**config.mk**
```make
export PLATFORM = sky130hd
export DESIGN_NAME = sql_subset_lexer_core
export DESIGN_NICKNAME = d
export VERILOG_FILES = /design/src/sv/sslex_pkg.sv /design/src/sv/sslex_front.sv /design/src/sv/sslex_queue.sv /design/src/sv/sslex_back.sv /design/src/sv/sql_subset_lexer_core.sv
export SDC_FILE = /design/constraint.sdc
export NUM_CORES = 1
export LEC_CHECK = 0
export BUFFER_PORTS_ARGS = -buffer_cell sky130_fd_sc_hd__buf_2
export CELL_PAD_IN_SITES_DETAIL_PLACEMENT = 0
export CELL_PAD_IN_SITES_GLOBAL_PLACEMENT = 1
export CORE_ASPECT_RATIO = 0.9
export CORE_MARGIN = 10
export CORE_UTILIZATION = 52
export DETAILED_ROUTE_END_ITERATION = 8
export PLACE_DENSITY_LB_ADDON = 0.15
export SYNTH_ARGS = -nofsm -noshare
export SYNTH_HDL_FRONTEND = slang
export SYNTH_SLANG_ARGS = --single-unit
export TNS_END_PERCENT = 20
```
**constraint.sdc**
```tcl
create_clock -name clock -period 27.4 [get_ports clock]
set_input_delay 0 -clock clock [delete_from_list [all_inputs] [get_ports clock]]
set_output_delay 0 -clock clock [all_outputs]
set_load 0.02 [all_outputs]
```
**src/sv/sslex_pkg.sv**
```systemverilog
package sslex_pkg;

   localparam int POSITION_WIDTH_DEFAULT = 16;
   localparam int POS_FIELD_W = 16;

   localparam int MAX_RECS = 5;
   localparam int REC_CNT_W = $clog2(MAX_RECS + 1);
   localparam int QUEUE_DEPTH = 2;

   localparam int KW_COUNT = 18;
   localparam int KW_BUF_W = 56;
   localparam int KW_MAX_LEN = 7;
   localparam int ID_LEN_W = 4;

   localparam logic [1:0] KIND_TEXT  = 2'd0;
   localparam logic [1:0] KIND_TOKEN = 2'd1;
   localparam logic [1:0] KIND_ERROR = 2'd2;

   localparam logic [4:0] TY_NONE   = 5'd0;
   localparam logic [4:0] TY_IDENT  = 5'd18;
   localparam logic [4:0] TY_NUMBER = 5'd19;
   localparam logic [4:0] TY_STRING = 5'd20;
   localparam logic [4:0] TY_STAR   = 5'd21;
   localparam logic [4:0] TY_COMMA  = 5'd22;
   localparam logic [4:0] TY_LPAREN = 5'd23;
   localparam logic [4:0] TY_RPAREN = 5'd24;
   localparam logic [4:0] TY_SEMI   = 5'd25;
   localparam logic [4:0] TY_EQUAL  = 5'd26;
   localparam logic [4:0] TY_DOT    = 5'd27;
   localparam logic [4:0] TY_EOF    = 5'd28;

   localparam logic ERR_UNEXPECTED   = 1'b0;
   localparam logic ERR_UNTERMINATED = 1'b1;

   localparam logic [7:0] CH_NUL        = 8'h00;
   localparam logic [7:0] CH_TAB        = 8'h09;
   localparam logic [7:0] CH_LF         = 8'h0A;
   localparam logic [7:0] CH_CR         = 8'h0D;
   localparam logic [7:0] CH_SPACE      = 8'h20;
   localparam logic [7:0] CH_QUOTE      = 8'h27;
   localparam logic [7:0] CH_LPAREN     = 8'h28;
   localparam logic [7:0] CH_RPAREN     = 8'h29;
   localparam logic [7:0] CH_STAR       = 8'h2A;
   localparam logic [7:0] CH_COMMA      = 8'h2C;
   localparam logic [7:0] CH_DASH       = 8'h2D;
   localparam logic [7:0] CH_DOT        = 8'h2E;
   localparam logic [7:0] CH_SEMI       = 8'h3B;
   localparam logic [7:0] CH_EQUAL      = 8'h3D;
   localparam logic [7:0] CH_UNDERSCORE = 8'h5F;

   // Keywords packed most significant character first, in token type order
   localparam logic [KW_BUF_W-1:0] KW_TEXT [KW_COUNT] = '{
      56'h00_494E53455254,  // INSERT
      56'h00_0000494E544F,  // INTO
      56'h00_56414C554553,  // VALUES
      56'h00_53454C454354,  // SELECT
      56'h00_000000544F50,  // TOP
      56'h00_000046524F4D,  // FROM
      56'h00_005748455245,  // WHERE
      56'h00_004F52444552,  // ORDER
      56'h00_000000004259,  // BY
      56'h00_000000415343,  // ASC
      56'h00_000044455343,  // DESC
      56'h00_004C494D4954,  // LIMIT
      56'h5052494D415259,   // PRIMARY
      56'h00_0000004B4559,  // KEY
      56'h00_435245415445,  // CREATE
      56'h00_005441424C45,  // TABLE
      56'h00_000044524F50,  // DROP
      56'h00_44454C455445   // DELETE
   };

   localparam logic [ID_LEN_W-1:0] KW_LEN [KW_COUNT] = '{
      4'd6, 4'd4, 4'd6, 4'd6, 4'd3, 4'd4, 4'd5, 4'd5, 4'd2,
      4'd3, 4'd4, 4'd5, 4'd7, 4'd3, 4'd6, 4'd5, 4'd4, 4'd6
   };

   typedef struct packed {
      logic [7:0] char_byte;
      logic       end_of_input;
   } req_type;

   typedef struct packed {
      logic [1:0]             record_kind;
      logic [4:0]             token_type;
      logic [7:0]             text_byte;
      logic [POS_FIELD_W-1:0] at_line;
      logic [POS_FIELD_W-1:0] at_column;
      logic                   error_code;
      logic                   last;
   } rsp_type;

   typedef struct packed {
      logic [REC_CNT_W-1:0]       count;
      rsp_type [MAX_RECS-1:0]     recs;
   } bundle_type;

   typedef struct packed {
      logic full;
      logic head_valid;
   } queue_status_type;

   typedef struct packed {
      logic       hit;
      logic [4:0] ttype;
   } punct_match_type;

   function automatic logic is_alpha(input logic [7:0] ch);
      return (ch >= 8'h41 && ch <= 8'h5A) || (ch >= 8'h61 && ch <= 8'h7A);
   endfunction

   function automatic logic is_digit(input logic [7:0] ch);
      return ch >= 8'h30 && ch <= 8'h39;
   endfunction

   function automatic logic is_blank(input logic [7:0] ch);
      return ch == CH_SPACE || ch == CH_TAB || ch == CH_CR || ch == CH_LF;
   endfunction

   function automatic logic [7:0] to_upper(input logic [7:0] ch);
      return (ch >= 8'h61 && ch <= 8'h7A) ? ch - 8'd32 : ch;
   endfunction

   function automatic punct_match_type punct_match(input logic [7:0] ch);
      punct_match_type m;
      m.hit = 1'b1;
      unique case (ch)
         CH_STAR:   m.ttype = TY_STAR;
         CH_COMMA:  m.ttype = TY_COMMA;
         CH_LPAREN: m.ttype = TY_LPAREN;
         CH_RPAREN: m.ttype = TY_RPAREN;
         CH_SEMI:   m.ttype = TY_SEMI;
         CH_EQUAL:  m.ttype = TY_EQUAL;
         CH_DOT:    m.ttype = TY_DOT;
         default: begin
            m.hit   = 1'b0;
            m.ttype = TY_NONE;
         end
      endcase
      return m;
   endfunction

   function automatic logic [4:0] kw_lookup(input logic [KW_BUF_W-1:0] kbuf,
                                            input logic [ID_LEN_W-1:0] klen);
      logic [4:0] r;
      r = TY_IDENT;
      if (klen <= ID_LEN_W'(KW_MAX_LEN)) begin
         for (int k = KW_COUNT - 1; k >= 0; k--) begin
            if (klen == KW_LEN[k] && kbuf == KW_TEXT[k]) begin
               r = 5'(k);
            end
         end
      end
      return r;
   endfunction

   function automatic rsp_type mk_rec(input logic [1:0] kind, input logic [4:0] ttype,
                                      input logic [7:0] tbyte,
                                      input logic [POS_FIELD_W-1:0] ln,
                                      input logic [POS_FIELD_W-1:0] col,
                                      input logic err);
      rsp_type r;
      r.record_kind  = kind;
      r.token_type   = ttype;
      r.text_byte    = tbyte;
      r.at_line      = ln;
      r.at_column    = col;
      r.error_code   = err;
      r.last         = 1'b0;
      return r;
   endfunction

endpackage

```
**src/sv/sslex_front.sv**
```systemverilog
module sslex_front #(
   parameter int POSITION_WIDTH = sslex_pkg::POSITION_WIDTH_DEFAULT
) (
   input  logic                         clock,
   input  logic                         reset,
   input  logic                         req_valid,
   input  sslex_pkg::req_type           req_data,
   output logic                         req_stall,
   input  sslex_pkg::queue_status_type  q_status,
   output logic                         push,
   output sslex_pkg::bundle_type        push_data
);
   import sslex_pkg::*;

   localparam logic [3:0] M_IDLE     = 4'd0;
   localparam logic [3:0] M_IDENT    = 4'd1;
   localparam logic [3:0] M_NUMBER   = 4'd2;
   localparam logic [3:0] M_NUMDOT   = 4'd3;
   localparam logic [3:0] M_NUMFRAC  = 4'd4;
   localparam logic [3:0] M_STRING   = 4'd5;
   localparam logic [3:0] M_STRQUOTE = 4'd6;
   localparam logic [3:0] M_DASH     = 4'd7;
   localparam logic [3:0] M_COMMENT  = 4'd8;
   localparam logic [3:0] M_DISCARD  = 4'd9;

   localparam logic [POSITION_WIDTH-1:0] POS_ONE = POSITION_WIDTH'(1);
   localparam logic [POSITION_WIDTH-1:0] POS_MAX = {POSITION_WIDTH{1'b1}};
   localparam logic [ID_LEN_W-1:0]       LEN_MAX = {ID_LEN_W{1'b1}};

   logic [3:0]                mode_ff, mode_in;
   logic [POSITION_WIDTH-1:0] line_ff, line_in;
   logic [POSITION_WIDTH-1:0] col_ff, col_in;
   logic [POSITION_WIDTH-1:0] tok_line_ff, tok_line_in;
   logic [POSITION_WIDTH-1:0] tok_col_ff, tok_col_in;
   logic [POSITION_WIDTH-1:0] held_col_ff, held_col_in;
   logic [KW_BUF_W-1:0]       kw_ff, kw_in;
   logic [ID_LEN_W-1:0]       len_ff, len_in;

   logic                      accept;
   logic [7:0]                c;
   logic                      at_end;
   logic [POS_FIELD_W-1:0]    cur_line16, cur_col16, tok_line16, tok_col16, held_col16;
   logic [POSITION_WIDTH-1:0] adv_line, adv_col;
   logic [4:0]                kw_ttype;
   punct_match_type           pm;
   bundle_type                bun;
   logic [REC_CNT_W-1:0]      rec_cnt;
   logic                      do_idle, do_adv, do_start;

   assign req_stall = q_status.full;
   assign accept    = req_valid && !q_status.full;
   assign c         = req_data.char_byte;
   assign at_end    = req_data.end_of_input || (c == CH_NUL);

   assign cur_line16 = POS_FIELD_W'(line_ff);
   assign cur_col16  = POS_FIELD_W'(col_ff);
   assign tok_line16 = POS_FIELD_W'(tok_line_ff);
   assign tok_col16  = POS_FIELD_W'(tok_col_ff);
   assign held_col16 = POS_FIELD_W'(held_col_ff);

   assign kw_ttype = kw_lookup(kw_ff, len_ff);
   assign pm       = punct_match(c);

   // Position after consuming the current byte, saturating
   always_comb begin
      if (c == CH_LF) begin
         adv_line = (line_ff != POS_MAX) ? line_ff + 1'b1 : line_ff;
         adv_col  = POS_ONE;
      end else begin
         adv_line = line_ff;
         adv_col  = (col_ff != POS_MAX) ? col_ff + 1'b1 : col_ff;
      end
   end

   always_comb begin
      bun         = '0;
      rec_cnt     = '0;
      mode_in     = mode_ff;
      kw_in       = kw_ff;
      len_in      = len_ff;
      held_col_in = held_col_ff;
      do_idle     = 1'b0;
      do_adv      = 1'b0;
      do_start    = 1'b0;

      if (at_end) begin
         // Close the open token, then EOF unless an error takes its place or an earlier error left the lexer discarding
         unique case (mode_ff)
            M_IDENT: begin
               bun.recs[rec_cnt] = mk_rec(KIND_TOKEN, kw_ttype, CH_NUL, tok_line16,
                                          tok_col16, ERR_UNEXPECTED);
               rec_cnt = rec_cnt + 1'b1;
            end
            M_NUMBER, M_NUMFRAC, M_STRQUOTE: begin
               bun.recs[rec_cnt] = mk_rec(KIND_TOKEN,
                                          (mode_ff == M_STRQUOTE) ? TY_STRING : TY_NUMBER,
                                          CH_NUL, tok_line16, tok_col16, ERR_UNEXPECTED);
               rec_cnt = rec_cnt + 1'b1;
            end
            M_NUMDOT: begin
               bun.recs[rec_cnt] = mk_rec(KIND_TOKEN, TY_NUMBER, CH_NUL, tok_line16,
                                          tok_col16, ERR_UNEXPECTED);
               rec_cnt = rec_cnt + 1'b1;
               bun.recs[rec_cnt] = mk_rec(KIND_TEXT, TY_NONE, CH_DOT, cur_line16,
                                          held_col16, ERR_UNEXPECTED);
               rec_cnt = rec_cnt + 1'b1;
               bun.recs[rec_cnt] = mk_rec(KIND_TOKEN, TY_DOT, CH_NUL, cur_line16,
                                          held_col16, ERR_UNEXPECTED);
               rec_cnt = rec_cnt + 1'b1;
            end
            M_STRING, M_DASH: begin
               bun.recs[rec_cnt] = mk_rec(KIND_ERROR, TY_NONE, CH_NUL, tok_line16, tok_col16,
                                          (mode_ff == M_STRING) ? ERR_UNTERMINATED
                                                                : ERR_UNEXPECTED);
               rec_cnt = rec_cnt + 1'b1;
            end
            default: ;
         endcase
         if (mode_ff != M_STRING && mode_ff != M_DASH && mode_ff != M_DISCARD) begin
            bun.recs[rec_cnt] = mk_rec(KIND_TOKEN, TY_EOF, CH_NUL, cur_line16, cur_col16,
                                       ERR_UNEXPECTED);
            rec_cnt = rec_cnt + 1'b1;
         end
      end else begin
         unique case (mode_ff)
            M_IDENT: begin
               if (is_alpha(c) || is_digit(c) || c == CH_UNDERSCORE) begin
                  bun.recs[rec_cnt] = mk_rec(KIND_TEXT, TY_NONE, c, tok_line16, tok_col16,
                                             ERR_UNEXPECTED);
                  rec_cnt = rec_cnt + 1'b1;
                  if (len_ff < ID_LEN_W'(KW_MAX_LEN)) begin
                     kw_in = {kw_ff[KW_BUF_W-9:0], to_upper(c)};
                  end
                  if (len_ff != LEN_MAX) begin
                     len_in = len_ff + 1'b1;
                  end
                  do_adv = 1'b1;
               end else begin
                  bun.recs[rec_cnt] = mk_rec(KIND_TOKEN, kw_ttype, CH_NUL, tok_line16,
                                             tok_col16, ERR_UNEXPECTED);
                  rec_cnt = rec_cnt + 1'b1;
                  do_idle = 1'b1;
               end
            end
            M_NUMBER, M_NUMFRAC: begin
               if (is_digit(c)) begin
                  bun.recs[rec_cnt] = mk_rec(KIND_TEXT, TY_NONE, c, tok_line16, tok_col16,
                                             ERR_UNEXPECTED);
                  rec_cnt = rec_cnt + 1'b1;
                  do_adv = 1'b1;
               end else if (c == CH_DOT && mode_ff == M_NUMBER) begin
                  held_col_in = col_ff;
                  mode_in     = M_NUMDOT;
                  do_adv      = 1'b1;
               end else begin
                  bun.recs[rec_cnt] = mk_rec(KIND_TOKEN, TY_NUMBER, CH_NUL, tok_line16,
                                             tok_col16, ERR_UNEXPECTED);
                  rec_cnt = rec_cnt + 1'b1;
                  do_idle = 1'b1;
               end
            end
            M_NUMDOT: begin
               if (is_digit(c)) begin
                  bun.recs[rec_cnt] = mk_rec(KIND_TEXT, TY_NONE, CH_DOT, tok_line16,
                                             tok_col16, ERR_UNEXPECTED);
                  rec_cnt = rec_cnt + 1'b1;
                  bun.recs[rec_cnt] = mk_rec(KIND_TEXT, TY_NONE, c, tok_line16, tok_col16,
                                             ERR_UNEXPECTED);
                  rec_cnt = rec_cnt + 1'b1;
                  mode_in = M_NUMFRAC;
                  do_adv  = 1'b1;
               end else begin
                  // The held dot was not a decimal point: close the number, then a DOT
                  bun.recs[rec_cnt] = mk_rec(KIND_TOKEN, TY_NUMBER, CH_NUL, tok_line16,
                                             tok_col16, ERR_UNEXPECTED);
                  rec_cnt = rec_cnt + 1'b1;
                  bun.recs[rec_cnt] = mk_rec(KIND_TEXT, TY_NONE, CH_DOT, cur_line16,
                                             held_col16, ERR_UNEXPECTED);
                  rec_cnt = rec_cnt + 1'b1;
                  bun.recs[rec_cnt] = mk_rec(KIND_TOKEN, TY_DOT, CH_NUL, cur_line16,
                                             held_col16, ERR_UNEXPECTED);
                  rec_cnt = rec_cnt + 1'b1;
                  do_idle = 1'b1;
               end
            end
            M_STRING: begin
               if (c == CH_QUOTE) begin
                  mode_in = M_STRQUOTE;
               end else begin
                  bun.recs[rec_cnt] = mk_rec(KIND_TEXT, TY_NONE, c, tok_line16, tok_col16,
                                             ERR_UNEXPECTED);
                  rec_cnt = rec_cnt + 1'b1;
               end
               do_adv = 1'b1;
            end
            M_STRQUOTE: begin
               if (c == CH_QUOTE) begin
                  bun.recs[rec_cnt] = mk_rec(KIND_TEXT, TY_NONE, CH_QUOTE, tok_line16,
                                             tok_col16, ERR_UNEXPECTED);
                  rec_cnt = rec_cnt + 1'b1;
                  mode_in = M_STRING;
                  do_adv  = 1'b1;
               end else begin
                  bun.recs[rec_cnt] = mk_rec(KIND_TOKEN, TY_STRING, CH_NUL, tok_line16,
                                             tok_col16, ERR_UNEXPECTED);
                  rec_cnt = rec_cnt + 1'b1;
                  do_idle = 1'b1;
               end
            end
            M_DASH: begin
               if (c == CH_DASH) begin
                  mode_in = M_COMMENT;
                  do_adv  = 1'b1;
               end else begin
                  bun.recs[rec_cnt] = mk_rec(KIND_ERROR, TY_NONE, CH_NUL, tok_line16,
                                             tok_col16, ERR_UNEXPECTED);
                  rec_cnt = rec_cnt + 1'b1;
                  mode_in = M_DISCARD;
               end
            end
            M_COMMENT: begin
               if (c == CH_LF) begin
                  do_idle = 1'b1;
               end else begin
                  do_adv = 1'b1;
               end
            end
            M_DISCARD: ;
            default: do_idle = 1'b1;
         endcase

         // Start of a fresh token from the current byte
         if (do_idle) begin
            mode_in = M_IDLE;
            if (is_blank(c)) begin
               do_adv = 1'b1;
            end else if (c == CH_DASH) begin
               do_start = 1'b1;
               mode_in  = M_DASH;
               do_adv   = 1'b1;
            end else if (is_alpha(c) || c == CH_UNDERSCORE) begin
               do_start = 1'b1;
               mode_in  = M_IDENT;
               kw_in    = KW_BUF_W'(to_upper(c));
               len_in   = ID_LEN_W'(1);
               bun.recs[rec_cnt] = mk_rec(KIND_TEXT, TY_NONE, c, cur_line16, cur_col16,
                                          ERR_UNEXPECTED);
               rec_cnt = rec_cnt + 1'b1;
               do_adv  = 1'b1;
            end else if (is_digit(c)) begin
               do_start = 1'b1;
               mode_in  = M_NUMBER;
               bun.recs[rec_cnt] = mk_rec(KIND_TEXT, TY_NONE, c, cur_line16, cur_col16,
                                          ERR_UNEXPECTED);
               rec_cnt = rec_cnt + 1'b1;
               do_adv  = 1'b1;
            end else if (c == CH_QUOTE) begin
               do_start = 1'b1;
               mode_in  = M_STRING;
               do_adv   = 1'b1;
            end else if (pm.hit) begin
               bun.recs[rec_cnt] = mk_rec(KIND_TEXT, TY_NONE, c, cur_line16, cur_col16,
                                          ERR_UNEXPECTED);
               rec_cnt = rec_cnt + 1'b1;
               bun.recs[rec_cnt] = mk_rec(KIND_TOKEN, pm.ttype, CH_NUL, cur_line16,
                                          cur_col16, ERR_UNEXPECTED);
               rec_cnt = rec_cnt + 1'b1;
               do_adv  = 1'b1;
            end else begin
               bun.recs[rec_cnt] = mk_rec(KIND_ERROR, TY_NONE, CH_NUL, cur_line16, cur_col16,
                                          ERR_UNEXPECTED);
               rec_cnt = rec_cnt + 1'b1;
               mode_in = M_DISCARD;
            end
         end
      end

      bun.count = rec_cnt;
   end

   always_comb begin
      tok_line_in = do_start ? line_ff : tok_line_ff;
      tok_col_in  = do_start ? col_ff : tok_col_ff;
      line_in     = do_adv ? adv_line : line_ff;
      col_in      = do_adv ? adv_col : col_ff;
   end

   assign push      = accept && (rec_cnt != '0);
   assign push_data = bun;

   always_ff @(posedge clock) begin
      if (reset || (accept && at_end)) begin
         mode_ff     <= M_IDLE;
         line_ff     <= POS_ONE;
         col_ff      <= POS_ONE;
         tok_line_ff <= POS_ONE;
         tok_col_ff  <= POS_ONE;
         held_col_ff <= POS_ONE;
         kw_ff       <= '0;
         len_ff      <= '0;
      end else if (accept) begin
         mode_ff     <= mode_in;
         line_ff     <= line_in;
         col_ff      <= col_in;
         tok_line_ff <= tok_line_in;
         tok_col_ff  <= tok_col_in;
         held_col_ff <= held_col_in;
         kw_ff       <= kw_in;
         len_ff      <= len_in;
      end
   end

endmodule

```
**src/sv/sslex_queue.sv**
```systemverilog
module sslex_queue (
   input  logic                         clock,
   input  logic                         reset,
   input  logic                         push,
   input  sslex_pkg::bundle_type        push_data,
   input  logic                         pop,
   output sslex_pkg::queue_status_type  status,
   output sslex_pkg::bundle_type        head
);
   import sslex_pkg::*;

   localparam int PTR_W  = (QUEUE_DEPTH > 1) ? $clog2(QUEUE_DEPTH) : 1;
   localparam int FILL_W = $clog2(QUEUE_DEPTH + 1);
   localparam logic [PTR_W-1:0]  PTR_LAST  = PTR_W'(QUEUE_DEPTH - 1);
   localparam logic [FILL_W-1:0] FILL_FULL = FILL_W'(QUEUE_DEPTH);

   bundle_type        entry_ff [QUEUE_DEPTH];
   logic [PTR_W-1:0]  wr_ptr_ff, wr_ptr_in;
   logic [PTR_W-1:0]  rd_ptr_ff, rd_ptr_in;
   logic [FILL_W-1:0] fill_ff, fill_in;

   always_comb begin
      wr_ptr_in = wr_ptr_ff;
      rd_ptr_in = rd_ptr_ff;
      fill_in   = fill_ff;
      if (push) begin
         wr_ptr_in = (wr_ptr_ff == PTR_LAST) ? '0 : wr_ptr_ff + 1'b1;
      end
      if (pop) begin
         rd_ptr_in = (rd_ptr_ff == PTR_LAST) ? '0 : rd_ptr_ff + 1'b1;
      end
      if (push && !pop) begin
         fill_in = fill_ff + 1'b1;
      end else if (pop && !push) begin
         fill_in = fill_ff - 1'b1;
      end
   end

   assign status.full       = (fill_ff == FILL_FULL);
   assign status.head_valid = (fill_ff != '0);
   assign head              = entry_ff[rd_ptr_ff];

   always_ff @(posedge clock) begin
      if (reset) begin
         wr_ptr_ff <= '0;
         rd_ptr_ff <= '0;
         fill_ff   <= '0;
      end else begin
         wr_ptr_ff <= wr_ptr_in;
         rd_ptr_ff <= rd_ptr_in;
         fill_ff   <= fill_in;
      end
   end

   always_ff @(posedge clock) begin
      if (push) begin
         entry_ff[wr_ptr_ff] <= push_data;
      end
   end

endmodule

```
**src/sv/sslex_back.sv**
```systemverilog
module sslex_back (
   input  logic                         clock,
   input  logic                         reset,
   input  sslex_pkg::queue_status_type  q_status,
   input  sslex_pkg::bundle_type        head,
   output logic                         pop,
   output logic                         rsp_valid,
   input  logic                         rsp_stall,
   output sslex_pkg::rsp_type           rsp_data
);
   import sslex_pkg::*;

   logic [REC_CNT_W-1:0] idx_ff, idx_in;
   logic                 rsp_valid_ff, rsp_valid_in;
   rsp_type              rsp_data_ff, rsp_data_in;
   logic                 load;
   logic                 final_rec;

   // Refill the output register from the queue head whenever it is empty or being taken
   assign load      = q_status.head_valid && (!rsp_valid_ff || !rsp_stall);
   assign final_rec = (idx_ff == head.count - 1'b1);
   assign pop       = load && final_rec;

   always_comb begin
      idx_in       = idx_ff;
      rsp_data_in  = rsp_data_ff;
      rsp_valid_in = rsp_valid_ff;
      if (load) begin
         rsp_data_in      = head.recs[idx_ff];
         rsp_data_in.last = final_rec;
         rsp_valid_in     = 1'b1;
         idx_in           = final_rec ? '0 : idx_ff + 1'b1;
      end else if (!rsp_stall) begin
         rsp_valid_in = 1'b0;
      end
   end

   always_ff @(posedge clock) begin
      if (reset) begin
         idx_ff       <= '0;
         rsp_valid_ff <= 1'b0;
      end else begin
         idx_ff       <= idx_in;
         rsp_valid_ff <= rsp_valid_in;
      end
   end

   always_ff @(posedge clock) begin
      rsp_data_ff <= rsp_data_in;
   end

   assign rsp_valid = rsp_valid_ff;
   assign rsp_data  = rsp_data_ff;

endmodule

```
**src/sv/sql_subset_lexer_core.sv**
```systemverilog
// The first result of a byte passes the queue entry, then the output register, to rsp_data.
// Throughput: one byte per cycle while each byte yields at most one result and rsp_stall
// stays low; a byte with several results holds the output side until all have left, and
// the two-entry queue after the lexing stage absorbs such bursts before req_stall rises.
// Reset (synchronous): lexer idle at line 1 column 1, queue empty, no result valid.
module sql_subset_lexer_core #(
   parameter int POSITION_WIDTH = sslex_pkg::POSITION_WIDTH_DEFAULT
) (
   input  logic                clock,
   input  logic                reset,
   input  logic                req_valid,
   output logic                req_stall,
   input  sslex_pkg::req_type  req_data,
   output logic                rsp_valid,
   input  logic                rsp_stall,
   output sslex_pkg::rsp_type  rsp_data
);
   import sslex_pkg::*;

   queue_status_type q_status;
   logic             push;
   bundle_type       push_data;
   logic             pop;
   bundle_type       head;

   sslex_front #(
      .POSITION_WIDTH(POSITION_WIDTH)
   ) u_front (
      .clock     (clock),
      .reset     (reset),
      .req_valid (req_valid),
      .req_data  (req_data),
      .req_stall (req_stall),
      .q_status  (q_status),
      .push      (push),
      .push_data (push_data)
   );

   sslex_queue u_queue (
      .clock     (clock),
      .reset     (reset),
      .push      (push),
      .push_data (push_data),
      .pop       (pop),
      .status    (q_status),
      .head      (head)
   );

   sslex_back u_back (
      .clock     (clock),
      .reset     (reset),
      .q_status  (q_status),
      .head      (head),
      .pop       (pop),
      .rsp_valid (rsp_valid),
      .rsp_stall (rsp_stall),
      .rsp_data  (rsp_data)
   );

endmodule

```
==> qor.yml <==
floorplanning:
  die-area_um2: 69420
  core_area_um2: 58540
  ios: 64
  start_util: 0.5265
  die_height_um: 251.0
  rows: 84
  die_x_um: 276.6
synth:
  yosysTopAreaCell: "edfxtp_1"
  yosysWarnings: 0
  synth.top_cells.by_count: "edfxtp_1, nand2_1, a21oi_1, nor2_1, dfxtp_1"
  synth_top_family_by_area: "simple AND/OR/NAND/NOR gates"
  synth_edf_count: 509
  synth_simple_gate_area_frac: 0.1344
  synth_top_cell_area_share: 0.4959
  synth_adder_area_share: 0.006901
  yosys.area_share.xor_xnor: 0.003694
  synth_area_leaders: "edfxtp_1, dfxtp_1, mux4_2"
  synth_most_common_cell: "edfxtp_1"
  synth-compound-area-share: 0.1308
  synth_seq_cells: 662
  synthArstFlopShare: 0
  synth_cell_types: 102
  syn_inst: 2469
  yosysSeqAreaShare: 0.5953
  synth_ff_type: "edfxtp_1"
  synth_area_um2: 30820
  syn_avg_cell_area_um2: 12.48
  synthMuxAreaShare: 0.09751
worst_setup_path:
  r2r_setup_slack_ns: 21.13
  reg2reg_depth: 14
  cp.arrival_ns: 6.50
  cp.required_ns: 27.63
  reg2reg_to: "u_queue.entry_ff[1][64]"
  crit_type: "flip-flop to flip-flop"
  cp-end-kind: "flip-flop"
  reg2reg_from: "u_front.mode_ff[0]"
  path_max_fanout: 80
  start_kind: "flip-flop"
power:
  powerDensity_nw_per_um2: 93.64
  p_leak_nw: 11.41
  ir_drop_uv: 100.8
  power_mw: 3.194
finish:
  syn_to_final_growth_pct: 10.66
  fillers: 4706
  nets: 2492
  design_area_um2: 34110
  drive_gt1_frac: 0.1577
  n_antenna_cell: 0
global_route:
  grt_util_all_layers: 0.2445
  grt_max_degree: 168
  antenna_found_initial: 1
  grt_pass1_wl_um: 132400
  grt_pass1_vias: 21040
  gr-total-overflow: 0
sta:
  slew_headroom: 0.02281
  fin_tns_setup_ns: 0
  worstMarginPinSlew_ns: 1.452
  fin_skew_ns: 0.02899
  hold_ws_ns: 0.2666
  setup_slack_ns: 21.13
  period_share: 0.2289
  report.final.slew_viol_count: 0
  rsz0062_at_grt: "no"
  setup_viol: 0
  hold_violations: 0
  fmax_mhz: 159.5
  fin_crit_ns: 6.271
clock_network:
  cts.sinks: 662
  h-tree-depth: 3
  cts_setup_buffers: 0
  root_buffer: "clkbuf_16"
  cts_tree: "done"
  cts_buffer_depth: 3
  ctsResizeCount: 0
  cts_hold_buf: 14
  numCtsBuffers: 70
  clock_latency_ns: 0.62
  path_clk_slew_ns: 0.06
place:
  dpl_cell_area_um2: 31700
  io_buffers: 63
  gp_congestion: 0.9466
  hpwl_um: 53530
  dp_slack_ns: 21.24
min_path:
  hold_start: "reset"
  min_path_cells: 3
  whs_endpoint: "u_queue.fill_ff[1]"
  holdCritPathClass: "input port to flip-flop"
route:
  drtIter0Drc: 2129
  drt_wl_total_um: 86720
  firstDrtPassIters: 6
  vias_per_cell: 6.547
  wl_per_cell_um: 26.34
  ant_nets: 0
  drc: 0
  vias: 21550
job:
  cap_viol_max_count: 0
run_status:
  status: "finished, final reports clean"
==> layer usage <==
layer	share of wire	GRT usage	vias to the layer above
li1	-	-	9646
met1	0.45	0.3499	10980
met2	0.46	0.3794	770
met3	0.065	0.04323	153
met4	0.025	0.06907	0
met5	0	0	-
==> critical path, stage by stage (launching register included) <==
cell and delay, ns:
dfxtp_1 0.66, and2b_1 0.29, nand3b_1 0.56, inv_1 0.18
buf_4 0.44, o21ai_2 0.22, o311a_1 0.21, and2_2 0.27
a21oi_2 0.15, buf_4 0.34, a32o_1 0.27, nor3_1 0.16
a211oi_4 0.28, buf_4 0.78, buf_4 0.97
==> power breakdown <==
part           switching, mW  total (mW)  internal (mW)  leakage (nW)
Combinational          0.515       0.827          0.311          4.21
Clock                  0.392       0.930          0.538          1.11
Sequential            0.0929        1.44           1.34          6.10
Total                   1.00        3.19           2.19          11.4
==> state kept, by name, summed over array words and instances, names as in the netlist, 16 cells and up, named ones only <==
name                flops
u_queue.entry_ff      460
u_front.kw_ff          56
u_back.rsp_data        49
u_front.col_ff         16
u_front.cur_line16     16
u_front.held_col16     16
u_front.tok_col16      16
u_front.tok_line16     16
==> kinds of logic (layout without fill, tap and decap cells) <==
family          Yosys count  in the layout
xor+xnor                 13             13
mux                     178            178
other cells               1              6
simple gates            796            796
fa+ha+maj                17             17
compound gates          576            576
buf+inv                 226            270
flops                   662            662
==> worst max path at each step <==
stage / endpoint / depth (start not counted) / start / slack (ns)
floorplan: u_queue.entry_ff[0][100] / 12 / u_front.mode_ff[3] / 7.09
global placement: u_queue.entry_ff[1][11] / 14 / u_front.mode_ff[0] / 21.22
detailed placement: u_queue.entry_ff[1][109] / 14 / u_front.mode_ff[0] / 21.24
CTS: u_queue.entry_ff[1][158] / 14 / u_front.mode_ff[0] / 21.22
global route: u_queue.entry_ff[1][64] / 14 / u_front.mode_ff[0] / 20.74
finish: u_queue.entry_ff[1][64] / 14 / u_front.mode_ff[0] / 21.13
==> through the flow <==
step / instances / utilization
2_1_floorplan: 2474 / -
3_3_place_gp: 3150 / 0.5415
3_5_place_dp: 3150 / 0.5415
4_1_cts: 3292 / 0.5825
5_1_grt: 3292 / 0.5826
6_report: 3292 / 0.5826
==> area by class of cell <==
| type | instances | area, µm² | share of cell area |
|---|---|---|---|
| clock buffers | 97 | 1939 | 0.05686 |
| multi-input cells | 1586 | 11640 | 0.3412 |
| inverters | 24 | 90.09 | 0.002641 |
| repair buffers | 118 | 788.3 | 0.02311 |
| well taps | 774 | 968.4 | 0.02839 |
| clock inverters | 31 | 322.8 | 0.009465 |
| flip-flops and latches | 662 | 18360 | 0.5383 |
==> cells in the final DEF, fill, tap and decap left out, drive strengths merged, types with 21 or more instances in the layout <==
cell	instances
dfxtp	153
o22ai	34
o21ai	75
o31ai	26
nor3	36
and2	96
inv	26
nor2	159
nor4	36
clkbuf	97
nand4	29
nand2	233
a21oi	176
nand3	62
mux2	38
clkinv	25
buf	104
mux2i	46
a32oi	37
mux4	94
or4	21
a221oi	54
edfxtp	509
a22o	89
Note: power is estimated with default switching activity, not from simulation.
